### config.mk
export PLATFORM = sky130hd
export DESIGN_NAME = lru_key_value_cache
export DESIGN_NICKNAME = d
export VERILOG_FILES = /design/src/rtl/core/lkvc_pkg.sv /design/src/rtl/core/lru_key_value_cache.sv /design/src/rtl/core/lkvc_rank_unit.sv
export SDC_FILE = /design/constraint.sdc
export NUM_CORES = 1
export LEC_CHECK = 0
export ABC_CLOCK_PERIOD_IN_PS = 6900
export BUFFER_PORTS_ARGS = -buffer_cell sky130_fd_sc_hd__buf_2
export CORE_AREA = 2 2 360 362
export DETAILED_ROUTE_END_ITERATION = 7
export DIE_AREA = 0 0 362 364
export PLACE_DENSITY = 0.64
export SYNTH_ARGS = -nofsm -noshare
export SYNTH_HDL_FRONTEND = slang
export SYNTH_SLANG_ARGS = --single-unit
### constraint.sdc
create_clock -name clk -period 6.9 [get_ports clk]
set_input_delay 1.38 -clock clk [delete_from_list [all_inputs] [get_ports clk]]
set_output_delay 1.38 -clock clk [all_outputs]
set_load 0.1 [all_outputs]
### src/rtl/core/lkvc_pkg.sv
`timescale 1ns / 1ps
// shared types and constants for the lru key-value cache
package lkvc_pkg;

	localparam int MAX_ENTRIES = 16;
	localparam int IDX_W       = (MAX_ENTRIES > 1) ? $clog2(MAX_ENTRIES) : 1;
	localparam int CNT_W       = $clog2(MAX_ENTRIES + 1);
	localparam int CAP_W       = 5;
	localparam int KEY_W       = 32;
	localparam int VAL_W       = 32;

	localparam logic FUNC_GET = 1'b0;
	localparam logic FUNC_PUT = 1'b1;

	typedef struct packed {
		logic              func;
		logic signed [KEY_W-1:0] key;
		logic signed [VAL_W-1:0] value;
	} in_item_t;

	typedef struct packed {
		logic              hit;
		logic signed [VAL_W-1:0] read_value;
	} out_item_t;

	typedef logic [MAX_ENTRIES-1:0][IDX_W-1:0] rank_vec_t;

	// request to the recency update unit
	typedef struct packed {
		logic             promote;
		logic             insert;
		logic [IDX_W-1:0] target;
		logic [IDX_W-1:0] tgt_rank;
	} rank_ctrl_t;

endpackage

### src/rtl/core/lru_key_value_cache.sv
`timescale 1ns / 1ps
// top level of the fully associative lru key-value cache
// One item (get or put) is handled at a time. After acceptance a single key
// comparator walks the entries one per cycle. An item is taken, the walk
// visits every entry, and then the store and recency ranks are updated
// and the item's result is loaded into the result
// register. The result register lets the next item be taken while a result
// still waits; the update cycle holds if the previous result has not been
// taken. A get hit returns the value and hit=1, a get miss returns -1 with
// hit=0, a put returns 0 with hit telling whether the key was present. A put
// miss fills the lowest free entry until the capacity register is reached,
// then replaces the least recent entry. Capacity 0 acts as 1 and values above
// the entry count act as the entry count; lowering it flushes nothing. The
// store is empty after reset, with no clearing pass.
module lru_key_value_cache (
	input  logic                        clk,
	input  logic                        arst_n,
	input  logic                        in_valid,
	output logic                        in_ready,
	input  lkvc_pkg::in_item_t          in_data,
	output logic                        out_valid,
	input  logic                        out_ready,
	output lkvc_pkg::out_item_t         out_data,
	input  logic                        cfg_valid,
	output logic                        cfg_ready,
	input  logic [lkvc_pkg::CAP_W-1:0]  cfg_data
);

	localparam logic [1:0] ST_IDLE = 2'd0;
	localparam logic [1:0] ST_SCAN = 2'd1;
	localparam logic [1:0] ST_UPD  = 2'd2;

	localparam logic [lkvc_pkg::VAL_W-1:0] MISS_VALUE = '1;
	localparam logic [lkvc_pkg::IDX_W-1:0] LAST_IDX   =
		lkvc_pkg::IDX_W'(lkvc_pkg::MAX_ENTRIES - 1);

	// entry storage
	logic [lkvc_pkg::KEY_W-1:0]       key_q [lkvc_pkg::MAX_ENTRIES];
	logic [lkvc_pkg::VAL_W-1:0]       val_q [lkvc_pkg::MAX_ENTRIES];
	lkvc_pkg::rank_vec_t              rank_q;
	logic [lkvc_pkg::MAX_ENTRIES-1:0] valid_q;
	logic [lkvc_pkg::CNT_W-1:0]       fill_q;
	logic [lkvc_pkg::CAP_W-1:0]       cap_q;

	// sequencer and walk results
	logic [1:0]                 state_q;
	lkvc_pkg::in_item_t         req_q;
	logic [lkvc_pkg::IDX_W-1:0] idx_q;
	logic                       match_q;
	logic [lkvc_pkg::IDX_W-1:0] match_idx_q;
	logic [lkvc_pkg::IDX_W-1:0] match_rank_q;
	logic [lkvc_pkg::VAL_W-1:0] match_val_q;
	logic                       vic_found_q;
	logic [lkvc_pkg::IDX_W-1:0] vic_idx_q;
	logic [lkvc_pkg::IDX_W-1:0] vic_rank_q;
	logic                       free_found_q;
	logic [lkvc_pkg::IDX_W-1:0] free_idx_q;

	logic                       out_valid_q;
	lkvc_pkg::out_item_t        out_q;

	logic                       ent_valid;
	logic [lkvc_pkg::IDX_W-1:0] ent_rank;
	logic                       key_eq;
	logic                       upd_go;
	logic [lkvc_pkg::CNT_W-1:0] eff_cap;
	logic                       full;
	lkvc_pkg::rank_ctrl_t       rctrl;
	lkvc_pkg::rank_vec_t        rank_nxt;
	logic                       wr_en;
	logic                       wr_key;
	lkvc_pkg::out_item_t        res;

	assign in_ready  = (state_q == ST_IDLE);
	assign cfg_ready = 1'b1;
	assign out_valid = out_valid_q;
	assign out_data  = out_q;

	// shared comparator on the walked entry
	assign ent_valid = valid_q[idx_q];
	assign ent_rank  = rank_q[idx_q];
	assign key_eq    = ent_valid && (key_q[idx_q] == req_q.key);

	// update waits for the result register to be free
	assign upd_go = (state_q == ST_UPD) && (!out_valid_q || out_ready);

	// capacity clamped to 1 .. MAX_ENTRIES
	always_comb begin
		if (cap_q == '0) begin
			eff_cap = lkvc_pkg::CNT_W'(1);
		end else if (int'(cap_q) > lkvc_pkg::MAX_ENTRIES) begin
			eff_cap = lkvc_pkg::CNT_W'(lkvc_pkg::MAX_ENTRIES);
		end else begin
			eff_cap = lkvc_pkg::CNT_W'(cap_q);
		end
	end
	assign full = (fill_q >= eff_cap);

	// decide the action for the update cycle
	always_comb begin
		rctrl          = '0;
		wr_en          = 1'b0;
		wr_key         = 1'b0;
		res.hit        = match_q;
		res.read_value = '0;
		if (req_q.func == lkvc_pkg::FUNC_GET) begin
			if (match_q) begin
				rctrl.promote  = 1'b1;
				rctrl.target   = match_idx_q;
				rctrl.tgt_rank = match_rank_q;
				res.read_value = match_val_q;
			end else begin
				res.read_value = MISS_VALUE;
			end
		end else if (match_q) begin
			rctrl.promote  = 1'b1;
			rctrl.target   = match_idx_q;
			rctrl.tgt_rank = match_rank_q;
			wr_en          = 1'b1;
		end else if (full) begin
			// evict the least recent entry
			if (vic_found_q) begin
				rctrl.promote  = 1'b1;
				rctrl.target   = vic_idx_q;
				rctrl.tgt_rank = vic_rank_q;
				wr_en          = 1'b1;
				wr_key         = 1'b1;
			end
		end else if (free_found_q) begin
			rctrl.insert = 1'b1;
			rctrl.target = free_idx_q;
			wr_en        = 1'b1;
			wr_key       = 1'b1;
		end
	end

	lkvc_rank_unit u_rank (
		.rank     (rank_q),
		.valid    (valid_q),
		.ctrl     (rctrl),
		.rank_nxt (rank_nxt)
	);

	// control state
	always_ff @(posedge clk or negedge arst_n) begin
		if (!arst_n) begin
			state_q     <= ST_IDLE;
			valid_q     <= '0;
			fill_q      <= '0;
			cap_q       <= lkvc_pkg::CAP_W'(16);
			out_valid_q <= 1'b0;
			idx_q       <= '0;
		end else begin
			if (cfg_valid && cfg_ready) begin
				cap_q <= cfg_data;
			end
			// result register: loaded by the update, emptied when taken
			if (upd_go) begin
				out_valid_q <= 1'b1;
			end else if (out_valid_q && out_ready) begin
				out_valid_q <= 1'b0;
			end
			case (state_q)
				ST_IDLE: begin
					if (in_valid) begin
						idx_q   <= '0;
						state_q <= ST_SCAN;
					end
				end
				ST_SCAN: begin
					if (idx_q == LAST_IDX) begin
						state_q <= ST_UPD;
					end else begin
						idx_q <= idx_q + 1'b1;
					end
				end
				ST_UPD: begin
					if (upd_go) begin
						if (rctrl.insert) begin
							valid_q[free_idx_q] <= 1'b1;
							fill_q              <= fill_q + 1'b1;
						end
						state_q <= ST_IDLE;
					end
				end
				default: begin
					state_q <= ST_IDLE;
				end
			endcase
		end
	end

	// walk bookkeeping and payload
	always_ff @(posedge clk) begin
		case (state_q)
			ST_IDLE: begin
				req_q        <= in_data;
				match_q      <= 1'b0;
				vic_found_q  <= 1'b0;
				free_found_q <= 1'b0;
			end
			ST_SCAN: begin
				if (key_eq) begin
					match_q      <= 1'b1;
					match_idx_q  <= idx_q;
					match_rank_q <= ent_rank;
					match_val_q  <= val_q[idx_q];
				end
				if (ent_valid && (!vic_found_q || ent_rank > vic_rank_q)) begin
					vic_found_q <= 1'b1;
					vic_idx_q   <= idx_q;
					vic_rank_q  <= ent_rank;
				end
				if (!ent_valid && !free_found_q) begin
					free_found_q <= 1'b1;
					free_idx_q   <= idx_q;
				end
			end
			ST_UPD: begin
				if (upd_go) begin
					out_q <= res;
					if (rctrl.promote || rctrl.insert) begin
						rank_q <= rank_nxt;
					end
					if (wr_en) begin
						val_q[rctrl.target] <= req_q.value;
					end
					if (wr_key) begin
						key_q[rctrl.target] <= req_q.key;
					end
				end
			end
			default: begin
			end
		endcase
	end

endmodule

### src/rtl/core/lkvc_rank_unit.sv
`timescale 1ns / 1ps
// recency rank update: promote an entry or insert a new most recent entry
module lkvc_rank_unit (
	input  lkvc_pkg::rank_vec_t                 rank,
	input  logic [lkvc_pkg::MAX_ENTRIES-1:0]    valid,
	input  lkvc_pkg::rank_ctrl_t                ctrl,
	output lkvc_pkg::rank_vec_t                 rank_nxt
);

	always_comb begin
		for (int i = 0; i < lkvc_pkg::MAX_ENTRIES; i++) begin
			rank_nxt[i] = rank[i];
			if (ctrl.target == lkvc_pkg::IDX_W'(i)) begin
				rank_nxt[i] = '0;
			end else if (valid[i]) begin
				// insert ages every entry, promote only those newer than the target
				if (ctrl.insert || (ctrl.promote && rank[i] < ctrl.tgt_rank)) begin
					rank_nxt[i] = rank[i] + 1'b1;
				end
			end
		end
	end

endmodule

* Word level (Yosys, flattened, before mapping) *
Memories as Yosys holds them, arrays and structs flattened. A register that Yosys moved wholly into a read port is not among the register bits.
Index checks and enable logic that the tools add are counted.

storage, ports and cells
  bits in writable memories = 1,024
  memories kept = 2
  output and inout bits = 36
  register bits after elaboration = 218
  logic and storage cells = 297

memory list
  memory  words  width  rd ports  clocked after memory_dff  wr ports  line                       text
  key_q   16     32     1         0                         1         lru_key_value_cache.sv:38  logic [lkvc_pkg::KEY_W-1:0] key_q [lkvc_pkg::MAX_ENTRIES];
  val_q   16     32     1         1                         1         lru_key_value_cache.sv:39  logic [lkvc_pkg::VAL_W-1:0] val_q [lkvc_pkg::MAX_ENTRIES];

operators by class
  multiplexer cells = 85
  equality and inequality tests = 26
  $add $sub $neg = 18
  magnitude comparators = 22
  bitwise logic cells = 1
  reduce and logical (&&, ||, !) cells = 108

operators with widths
  operator             count
  $mux 4               37
  $reduce_and 5->1     16
  $add 4x1->4 const B  17
  $reduce_bool 2->1    34
  $lt 4x4->1           16
  $eq 4x4->1 const B   9
  $eq 32x32->1         1
  $mux 32              1
  $mux 8               4
  $mux 1               29
  $logic_and 1x1->1    22
  $logic_or 1x1->1     19
  $bmux 4 s4           1
  $eq 4x3->1 const B   4
  $or 16x16->16        1
  $mux 5               3
  $ne 2x2->1 const B   7
  $reduce_and 2->1     7
  $lt 4x5->1 const B   2
  $reduce_and 3->1     3
  $eq 4x2->1 const B   2
  $pmux 4 s2           1
  $mux 2               3
  $pmux 1 s2           3
  other kinds (15)     18

* Longest topological paths before layout *
Gate-level depths: netlist (run 1).

  word-level depth = 12
  mapped depth = 18
  gate-level depth less buffers = 17

* Hierarchy *
Synthesis (run 1) repeated with hierarchy kept, for this count alone.

unflattened totals
  cells, all modules = 2,705
  area total of the unflattened synthesis = 52,542.9 sq um

modules (own cells, without submodules)
  module               area each (sq um)  cells an instance  instances
  lru_key_value_cache  49,018.3           2,248              1
  lkvc_rank_unit       3,524.6            457                1

* Worst setup path before layout (run 1) *
No wires, ideal clock.

  kind = reg2out
  start = reg state_q[0]
  end = out in_ready
  required time = 5.520 ns
  path slack = 0.982 ns
  arrival time = 4.538 ns
  buffers on the path = 1
  stages on the path, launching flop included = 3
  cells stage by stage = dfrtp_1 clkbuf_1 nor2_1

on the way
  cells in the longest elaborated chain, start to end = 1

ends and longest elaborated chain
  what                      line                        text
  start: declaration        lru_key_value_cache.sv:46   logic [1:0] state_q;
  start signal: assignment  lru_key_value_cache.sv:147  state_q <= ST_IDLE;
  start signal: assignment  lru_key_value_cache.sv:167  state_q <= ST_SCAN;
  start signal: assignment  lru_key_value_cache.sv:172  state_q <= ST_UPD;
  $logic_not 2->1           lru_key_value_cache.sv:74   assign in_ready = (state_q == ST_IDLE);
  end: declaration          lru_key_value_cache.sv:19   output logic in_ready,

No other way between the ends.

* Final worst setup path (run 1) *
  start = reg cap_q[3] (netlist name)
  end = mem val_q[1][16] (netlist name), enable pin

on the way
  cells in the longest elaborated chain, start to end = 11

ends and longest elaborated chain
  what                          line                        text
  start: declaration            lru_key_value_cache.sv:43   logic [lkvc_pkg::CAP_W-1:0] cap_q;
  start signal: assignment      lru_key_value_cache.sv:150  cap_q <= lkvc_pkg::CAP_W'(16);
  start signal: assignment      lru_key_value_cache.sv:155  cap_q <= cfg_data;
  $gt 5x5->1                    lru_key_value_cache.sv:91   end else if (int'(cap_q) > lkvc_pkg::MAX_ENTRIES) begin
  $mux 5                        lru_key_value_cache.sv:91
  $mux 5 (*)                    lru_key_value_cache.sv:89   if (cap_q == '0) begin
  $ge 5x5->1 (*)                lru_key_value_cache.sv:97   assign full = (fill_q >= eff_cap);
  $mux 1                        lru_key_value_cache.sv:120  end else if (full) begin
  $mux 1                        lru_key_value_cache.sv:115  end else if (match_q) begin
  $mux 1                        lru_key_value_cache.sv:106  if (req_q.func == lkvc_pkg::FUNC_GET) begin
  $mux 1                        lru_key_value_cache.sv:225  if (wr_en) begin
  $mux 1                        lru_key_value_cache.sv:220  if (upd_go) begin
  $mux 1                        lru_key_value_cache.sv:195  case (state_q)
  $mux 1 (not written as such)  lru_key_value_cache.sv:226  val_q[rctrl.target] <= req_q.value;
  end: declaration              lru_key_value_cache.sv:39

Every way passes the cells marked *; elsewhere a longest branch is shown, timed or not.

==> impl_metrics.tcl, run 1 <==
set metrics [dict create \
    hold_violations 0 \
    hpwlAfterDp_um 71700 \
    dieHeight_um 364 \
    crit_top_cell "nor2_1" \
    setup_violations 0 \
    switchingPower_mw 6.42 \
    power_frac_comb_pct 23.4 \
    dp_cells 4228 \
    antennaDiodeCount 0 \
    avgViaCountPerCell 5.65 \
    clk_pin_slew_ps 60 \
    post_cts_resized 0 \
    pwr-share-clk_pct 31.8 \
    hp-class "reg2reg" \
    grt_pass1_wl_um 176000 \
    layout-drive-gt1-share_pct 26.5 \
    ys_ff_latch 1274 \
    netSwitchingFraction_pct 29.2 \
    path_delay_family "simple AND/OR/NAND/NOR gates" \
    clock_sinks 1274 \
    fin_cells 4469 \
    rows 132 \
    fin_worst_skew_ps 26.7 \
    antenna_found_initial 1 \
    grt_max_degree 155 \
    ys_async_sr_fraction_pct 2.59 \
    cts_hold_buf 0 \
    post-route-worst-setup-slack_ps 1930 \
    rsz0062_at_grt "false" \
    slowest_stage "nor2_4" \
    syn_area_um2 51000 \
    vdd_drop_max_uv 587 \
    die_x_um 362 \
    ys_seq_area_share_pct 74.7 \
    max_freq_ghz 0.201 \
    numPortBuffers 109 \
    crit_required_ps 7330 \
    max-slew-margin-rel_pct 11.1 \
    ys.flop_type "edfxtp_1" \
    yosys_warnings 0 \
    grt_pass1_vias 26598 \
    slowest_delay_ps 840 \
    routed_wl_um 119000 \
    crit_buf_inv 1 \
    post_cts_buffers 0 \
    max-cap-violations 0 \
    powerDensity_nw_per_um2 378 \
    pwr-share-seq_pct 44.8 \
    core_um2 128000 \
    htree_num_levels 4 \
    clock-root-buffer "clkbuf_16" \
    syn_inst 2486 \
    synthTopCellsByArea "edfxtp_1 (73%), mux4_2 (14%), ha_1 (1.8%), dfrtp_1 (1.6%), nor2_1 (0.91%)" \
    crit_path_cell_trace "nor3_1 -> nor2_1 -> nor2_1 -> ha_1 -> nand2b_1 -> a21o_1 -> a21oi_1 -> o21ai_1 -> and3_1 -> a222oi_1 -> and2_1 -> nand2_1 -> nor2_4 -> buf_4" \
    routabilityCongestion 0.864 \
    postRouteAntennaNets 0 \
    crit_fanout 20 \
    ioPinCount 111 \
    setup.worst_path.start_class "register" \
    drc_errors 0 \
    firstDrtPassIters 6 \
    cts_tree "built" \
    wl_per_cell_um 26.6 \
    grt_usage_pct 18.2 \
    synth_edf_count 1241 \
    worstSetupEndpointType "register" \
    drv_slew 0 \
    syn_avg_cell_area_um2 20.5 \
    status "completed" \
    synth.distinct_cells 64 \
    synth_nets 2636 \
    worst_pin_slew_ps 1330 \
    initial_utilization_pct 39.7 \
    overflow 0 \
    synth_top_area_share_pct 73.1 \
    yosys.area.top_type "edfxtp_1" \
    period_share_pct 72.0 \
    criticalPathCategory "reg2reg" \
    nets 2839 \
    layout_min_cycle_time_ps 4970 \
    dieArea_um2 132000 \
    drt_first_iter_violations 2353 \
    tns_ps 0 \
    place_ws_ps 1870 \
    leakagePower_nw 18.7 \
    clockBufferDepth 3 \
    synthToLayoutAreaGrowth_pct 14.1 \
    clk_latency_ps 770 \
    numCtsBuffers 134 \
    vias 25258 \
    critPathArrivalTime_ps 5400 \
    intPower_mw 15.6 \
]
## state kept, by name, summed over array words and instances, names as in the netlist, 2 cells and up
| name | count |
|---|---|
| match_rank_q | 4 |
| val_q | 512 |
| state_q | 2 |
| free_idx_q | 4 |
| fill_q | 5 |
| rank_q | 64 |
| vic_rank_q | 4 |
| match_val_q | 32 |
| out_data | 33 |
| idx_q | 4 |
| cap_q | 5 |
| key_q | 512 |
| match_idx_q | 4 |
| req_q | 65 |
| vic_idx_q | 4 |
| valid_q | 16 |
## power groups by stage
stage	sequential, mW	clock (mW)	combinational, mW
detailed placement	10.0	0	5.19
floorplan	9.65	0	3.88
global placement	9.99	0	5.15
global route	9.92	7.42	5.49
CTS	9.87	7.12	5.21
finish	9.86	6.98	5.15
## placed cells by master (no fill, tap or decap), types with 15 or more instances in the layout
cell type	netlist	final
a21oi_1	85	84
ha_1	75	75
xnor2_1	42	42
inv_1	53	53
nand3_1	20	19
clkbuf_1	31	24
mux4_2	312	312
buf_4	12	61
nor2_1	124	91
buf_2	38	109
nand2b_1	19	19
a311o_1	15	15
clkbuf_16	0	136
edfxtp_1	1241	1241
nor2_4	0	33
xor2_1	22	22
and2_1	20	20
nor2b_1	29	28
nand2_1	51	51
mux2i_1	46	46
dfrtp_1	32	28
a211oi_1	21	21
clkinv_1	0	26
o21ai_0	34	34
clkinv_2	0	26
## final timing paths
| check | start | cells after the start | slack (ps) | end |
|---|---|---|---|---|
| min in group asynchronous | arst_n | 1 | 700 | cap_q[0] |
| max in group asynchronous | arst_n | 1 | 5600 | idx_q[3] |
| worst min register to register | fill_q[4] | 1 | 480 | fill_q[4] |
| worst min-delay path | fill_q[4] | 1 | 480 | fill_q[4] |
| worst max register to register | cap_q[3] | 14 | 1930 | val_q[1][16] |
| worst max-delay path | cap_q[3] | 14 | 1930 | val_q[1][16] |
## cell usage after synthesis (4+ instances only)
library cell  instances
a211oi_1             21
a21o_1               13
a21oi_1              85
a221oi_1              7
a222oi_1              4
a22oi_1              13
a311o_1              15
a31oi_1              11
and2_1               20
and3_1                5
buf_1                21
buf_2                38
buf_4                12
clkbuf_1             31
dfrtp_1              32
edfxtp_1           1241
ha_1                 75
inv_1                53
mux2_2               10
mux2i_1              46
mux4_2              312
nand2_1              51
nand2b_1             19
nand3_1              20
nand4_1               4
nor2_1              124
nor2b_1              29
nor3_1                7
nor3b_1               4
o2111ai_1             4
o21ai_0              34
o21bai_1              5
o221ai_1              4
o22ai_1               9
or2_2                 4
xnor2_1              42
xor2_1               22
## final cells by class
type / instances / area [um2]
inverters: 54 / 205
flip-flops and latches: 1274 / 38100
fillers: 10576 / 70200
well taps: 1675 / 2100
repair buffers: 174 / 1080
multi-input cells: 1051 / 12400
clock inverters: 81 / 776
clock buffers: 160 / 3490
## metal layers
metal  vias up  GRT usage, %  part of all wire (%)
met1     13390          23.5                    40
met5         -             0                     0
met3       243          3.29                   5.9
li1      10660             -                     -
met4         0          7.43                   3.5
met2       965          30.4                    50
## per-stage QoR
step / area, um2 / util, % / hold slack (ps) / total power [mW]
CTS: 58200 / 45.3 / 485 / 22.2
detailed placement: 53900 / 42.0 / 474 / 15.2
global route: 58200 / 45.3 / 501 / 22.8
finish: 58200 / 45.3 / 476 / 22.0
floorplan: 51000 / - / 438 / 13.5
global placement: 53900 / 42.0 / 471 / 15.1
## kinds of logic (layout without fill, tap and decap cells)
logic type	count (synthesis)	in the layout	share of synthesized area [%]
other	1	1	0.00736
XOR/XNOR	64	64	1.10
flip-flops	1274	1274	74.7
multiplexers	369	369	15.0
buffers and inverters	161	469	1.47
AO/OA/AOI/OAI	244	244	3.13
adder cells (fa/ha/maj)	75	75	1.84
AND/OR/NAND/NOR	298	298	2.76
Power figures use the tool's default switching activity.
==> run 2: changes to the inputs <==
Settings changed: ABC_AREA from default to 1, ABC_CLOCK_PERIOD_IN_PS 6900 to 5200, CORE_AREA 2 2 360 362 to 2 2 369 371, DIE_AREA 0 0 362 364 to 0 0 371 373.
Clock period 6.9 ns to 5.2 ns, I/O delays scaled along.
==> run 2 against run 1 <==
Net effect:
- die area rose by 5.0%
- area after synthesis rose by 5.0%
- first-iteration DRC count rose by 48%
- clock skew rose by 28 ps
- register-to-register slack got worse by 1000 ps
- final area rose by 4.3%
- routed wire length rose by 13%
- clock power rose by 38%
- total power rose by 42%
- sequential share of layout area fell by 2.7 points
- worst setup slack got worse by 1000 ps
==> impl_metrics.tcl, run 2 <==
set metrics [dict create \
    pwr-share-seq_pct 41.6 \
    reg2reg_depth 11 \
    nFillCells 12019 \
    reg2reg_slack_ps 910 \
    grt_usage_pct 19.2 \
    clock-root-buffer "clkbuf_16" \
    crit_fanout 142 \
    syn_inst 4626 \
    drv_slew 0 \
    place_ws_ps 1010 \
    synthTopCellsByArea "edfxtp_1 (70%), nand2_1 (6.9%), nor2_1 (4.7%), o21ai_0 (3.9%), nand3_1 (2.9%)" \
    leakagePower_nw 22.5 \
    setup.worst_path.start_class "register" \
    drc_errors 0 \
    htree_num_levels 4 \
    initial_utilization_pct 39.8 \
    critPathArrivalTime_ps 4670 \
    ys_async_sr_fraction_pct 2.59 \
    worst_pin_slew_ps 1010 \
    firstDrtPassIters 5 \
    routed_wl_um 134000 \
    power_frac_comb_pct 27.5 \
    clk_pin_slew_ps 60 \
    hold_violations 0 \
    layout_common_cells "edfxtp_1 (1,241), nand2_1 (986), nor2_1 (630), o21ai_0 (413), inv_1 (370)" \
    routabilityCongestion 0.818 \
    layout_min_cycle_time_ps 4290 \
    grt_pass1_wl_um 203000 \
    overflow 0 \
    holdWs_ps 386 \
    die_x_um 371 \
    rows 135 \
    synth.distinct_cells 40 \
    worstReg2RegStart "idx_q[0]" \
    tns_ps 0 \
    fin_cells 6620 \
    switchingPower_mw 10.9 \
    dieHeight_um 373 \
    layout-drive-gt1-share_pct 9.26 \
    max_freq_ghz 0.233 \
    final_cell_area_um2 60700 \
    post_cts_buffers 0 \
    ys.flop_type "edfxtp_1" \
    hpwlAfterDp_um 75800 \
    wl_per_cell_um 20.3 \
    rsz0062_at_grt "false" \
    cts_tree "built" \
    ioPinCount 111 \
    setup_violations 0 \
    layout_commonest_cell "edfxtp_1" \
    grt_pass1_vias 33427 \
    max-cap-violations 0 \
    status "completed" \
    syn_area_um2 53500 \
    criticalPathCategory "reg2reg" \
    vias 34591 \
    post-route-worst-setup-slack_ps 910 \
    fin_worst_skew_ps 54.3 \
    ys_seq_area_share_pct 71.2 \
    powerDensity_nw_per_um2 513 \
    numPortBuffers 109 \
    reg.largest.list "key_q x512, val_q x512, req_q x65" \
    synth_nets 4776 \
    worstSetupEndpointType "register" \
    postRouteAntennaNets 0 \
    synth_common_cells "edfxtp_1 (1,241), nand2_1 (986), nor2_1 (666)" \
    cts_hold_buf 0 \
    grt_max_degree 216 \
    post_dp_cell_area_um2 56300 \
    crit_required_ps 5580 \
    dp_cells 6373 \
    synth_edf_count 1241 \
    nets 4879 \
    syn_avg_cell_area_um2 11.6 \
    startpoint "idx_q[0]" \
    core_um2 135000 \
    period_share_pct 82.5 \
    avgViaCountPerCell 5.23 \
    vdd_drop_max_uv 501 \
    finalPower_mw 31.1 \
    antenna_found_initial 4 \
    synth_top_area_share_pct 69.6 \
    post_cts_resized 0 \
    dieArea_um2 138000 \
    clockBufferDepth 3 \
    netSwitchingFraction_pct 35.1 \
    numCtsBuffers 135 \
    drt_first_iter_violations 3475 \
    pwr-share-clk_pct 30.8 \
    clock_sinks 1274 \
    yosysMostFrequentCell "edfxtp_1" \
    hp-class "in2async" \
    clk_latency_ps 780 \
    synthToLayoutAreaGrowth_pct 13.4 \
    yosys_warnings 0 \
    intPower_mw 20.2 \
    fin_util_pct 45.1 \
    yosys.area.top_type "edfxtp_1" \
    r2r_end "vic_rank_q[2]" \
    ys_ff_latch 1274 \
    max-slew-margin-rel_pct 32.6 \
]
==> run 2: cell count changes in the layout (fill, tap and decap cells not counted), moves of 46 or more <==
cell      before  now
inv_1         53  370
mux4_2       312    0
nand2_1       51  986
o21ai_0       34  413
mux2i_1       46    0
o221ai_1       4   54
nand3_1       19  313
a21oi_1       84   16
nor2_1        91  630
o22ai_1        9   90
==> run 2: cell families after synthesis <==
family                   Yosys count  share of synthesized area, %
AO/OA/AOI/OAI                    637                          6.79
XOR/XNOR                          37                         0.605
adder cells (fa/ha/maj)           75                          1.75
buffers and inverters            615                          4.91
flip-flops                      1274                          71.2
multiplexers                       1                        0.0210
other                              1                       0.00700
AND/OR/NAND/NOR                 1986                          14.8
==> run 2: per-layer routing <==
| layer | track usage, % | share of wire (%) | up-vias |
|---|---|---|---|
| met5 | 0 | 0.0067 | - |
| met4 | 5.87 | 2.3 | 2 |
| met3 | 4.12 | 7.2 | 194 |
| met2 | 30.7 | 47 | 1203 |
| met1 | 26.2 | 43 | 16996 |
| li1 | - | - | 16196 |
==> run 2: worst max path at each step <==
stage / end / slack (ps) / cells past startpoint
6_report: vic_rank_q[2] / 910 / 11
5_1_grt: vic_rank_q[2] / 650 / 11
4_1_cts: vic_rank_q[3] / 980 / 11
3_5_place_dp: vic_rank_q[2] / 1010 / 11
3_3_place_gp: vic_rank_q[3] / 1080 / 9
2_1_floorplan: val_q[5][0] / 630 / 5
==> run 2: critical path, cell delays in order (launching register included) <==
cell	delay [ps]
dfrtp_4	530
buf_12	470
buf_4	770
o21ai_0	200
o22ai_1	320
o211ai_1	150
nand3_1	190
ha_1	160
nand2_1	40
o21ai_0	160
a21boi_0	140
nor2_1	580
==> run 2: final cells by class <==
type / count / area (um2) / share of cell area (%)
antenna: 2 / 5.00 / 0.00825
clock buffer: 171 / 3600 / 5.93
clock inverter: 74 / 822 / 1.35
inverter: 378 / 1450 / 2.38
multi-input combinational: 2737 / 13100 / 21.6
sequential: 1274 / 38100 / 62.8
tap: 1781 / 2230 / 3.67
timing repair buffer: 203 / 1390 / 2.29
==> run 2: power groups by stage <==
stage | Sequential [mW] | Combinational [mW] | Clock (mW)
after global placement | 13.1 | 8.44 | 0
after floorplan | 12.9 | 6.02 | 0
after global routing | 13.0 | 9.56 | 10.1
final | 13.0 | 8.58 | 9.61
after detailed placement | 13.2 | 8.53 | 0
after CTS | 13.0 | 8.58 | 9.75
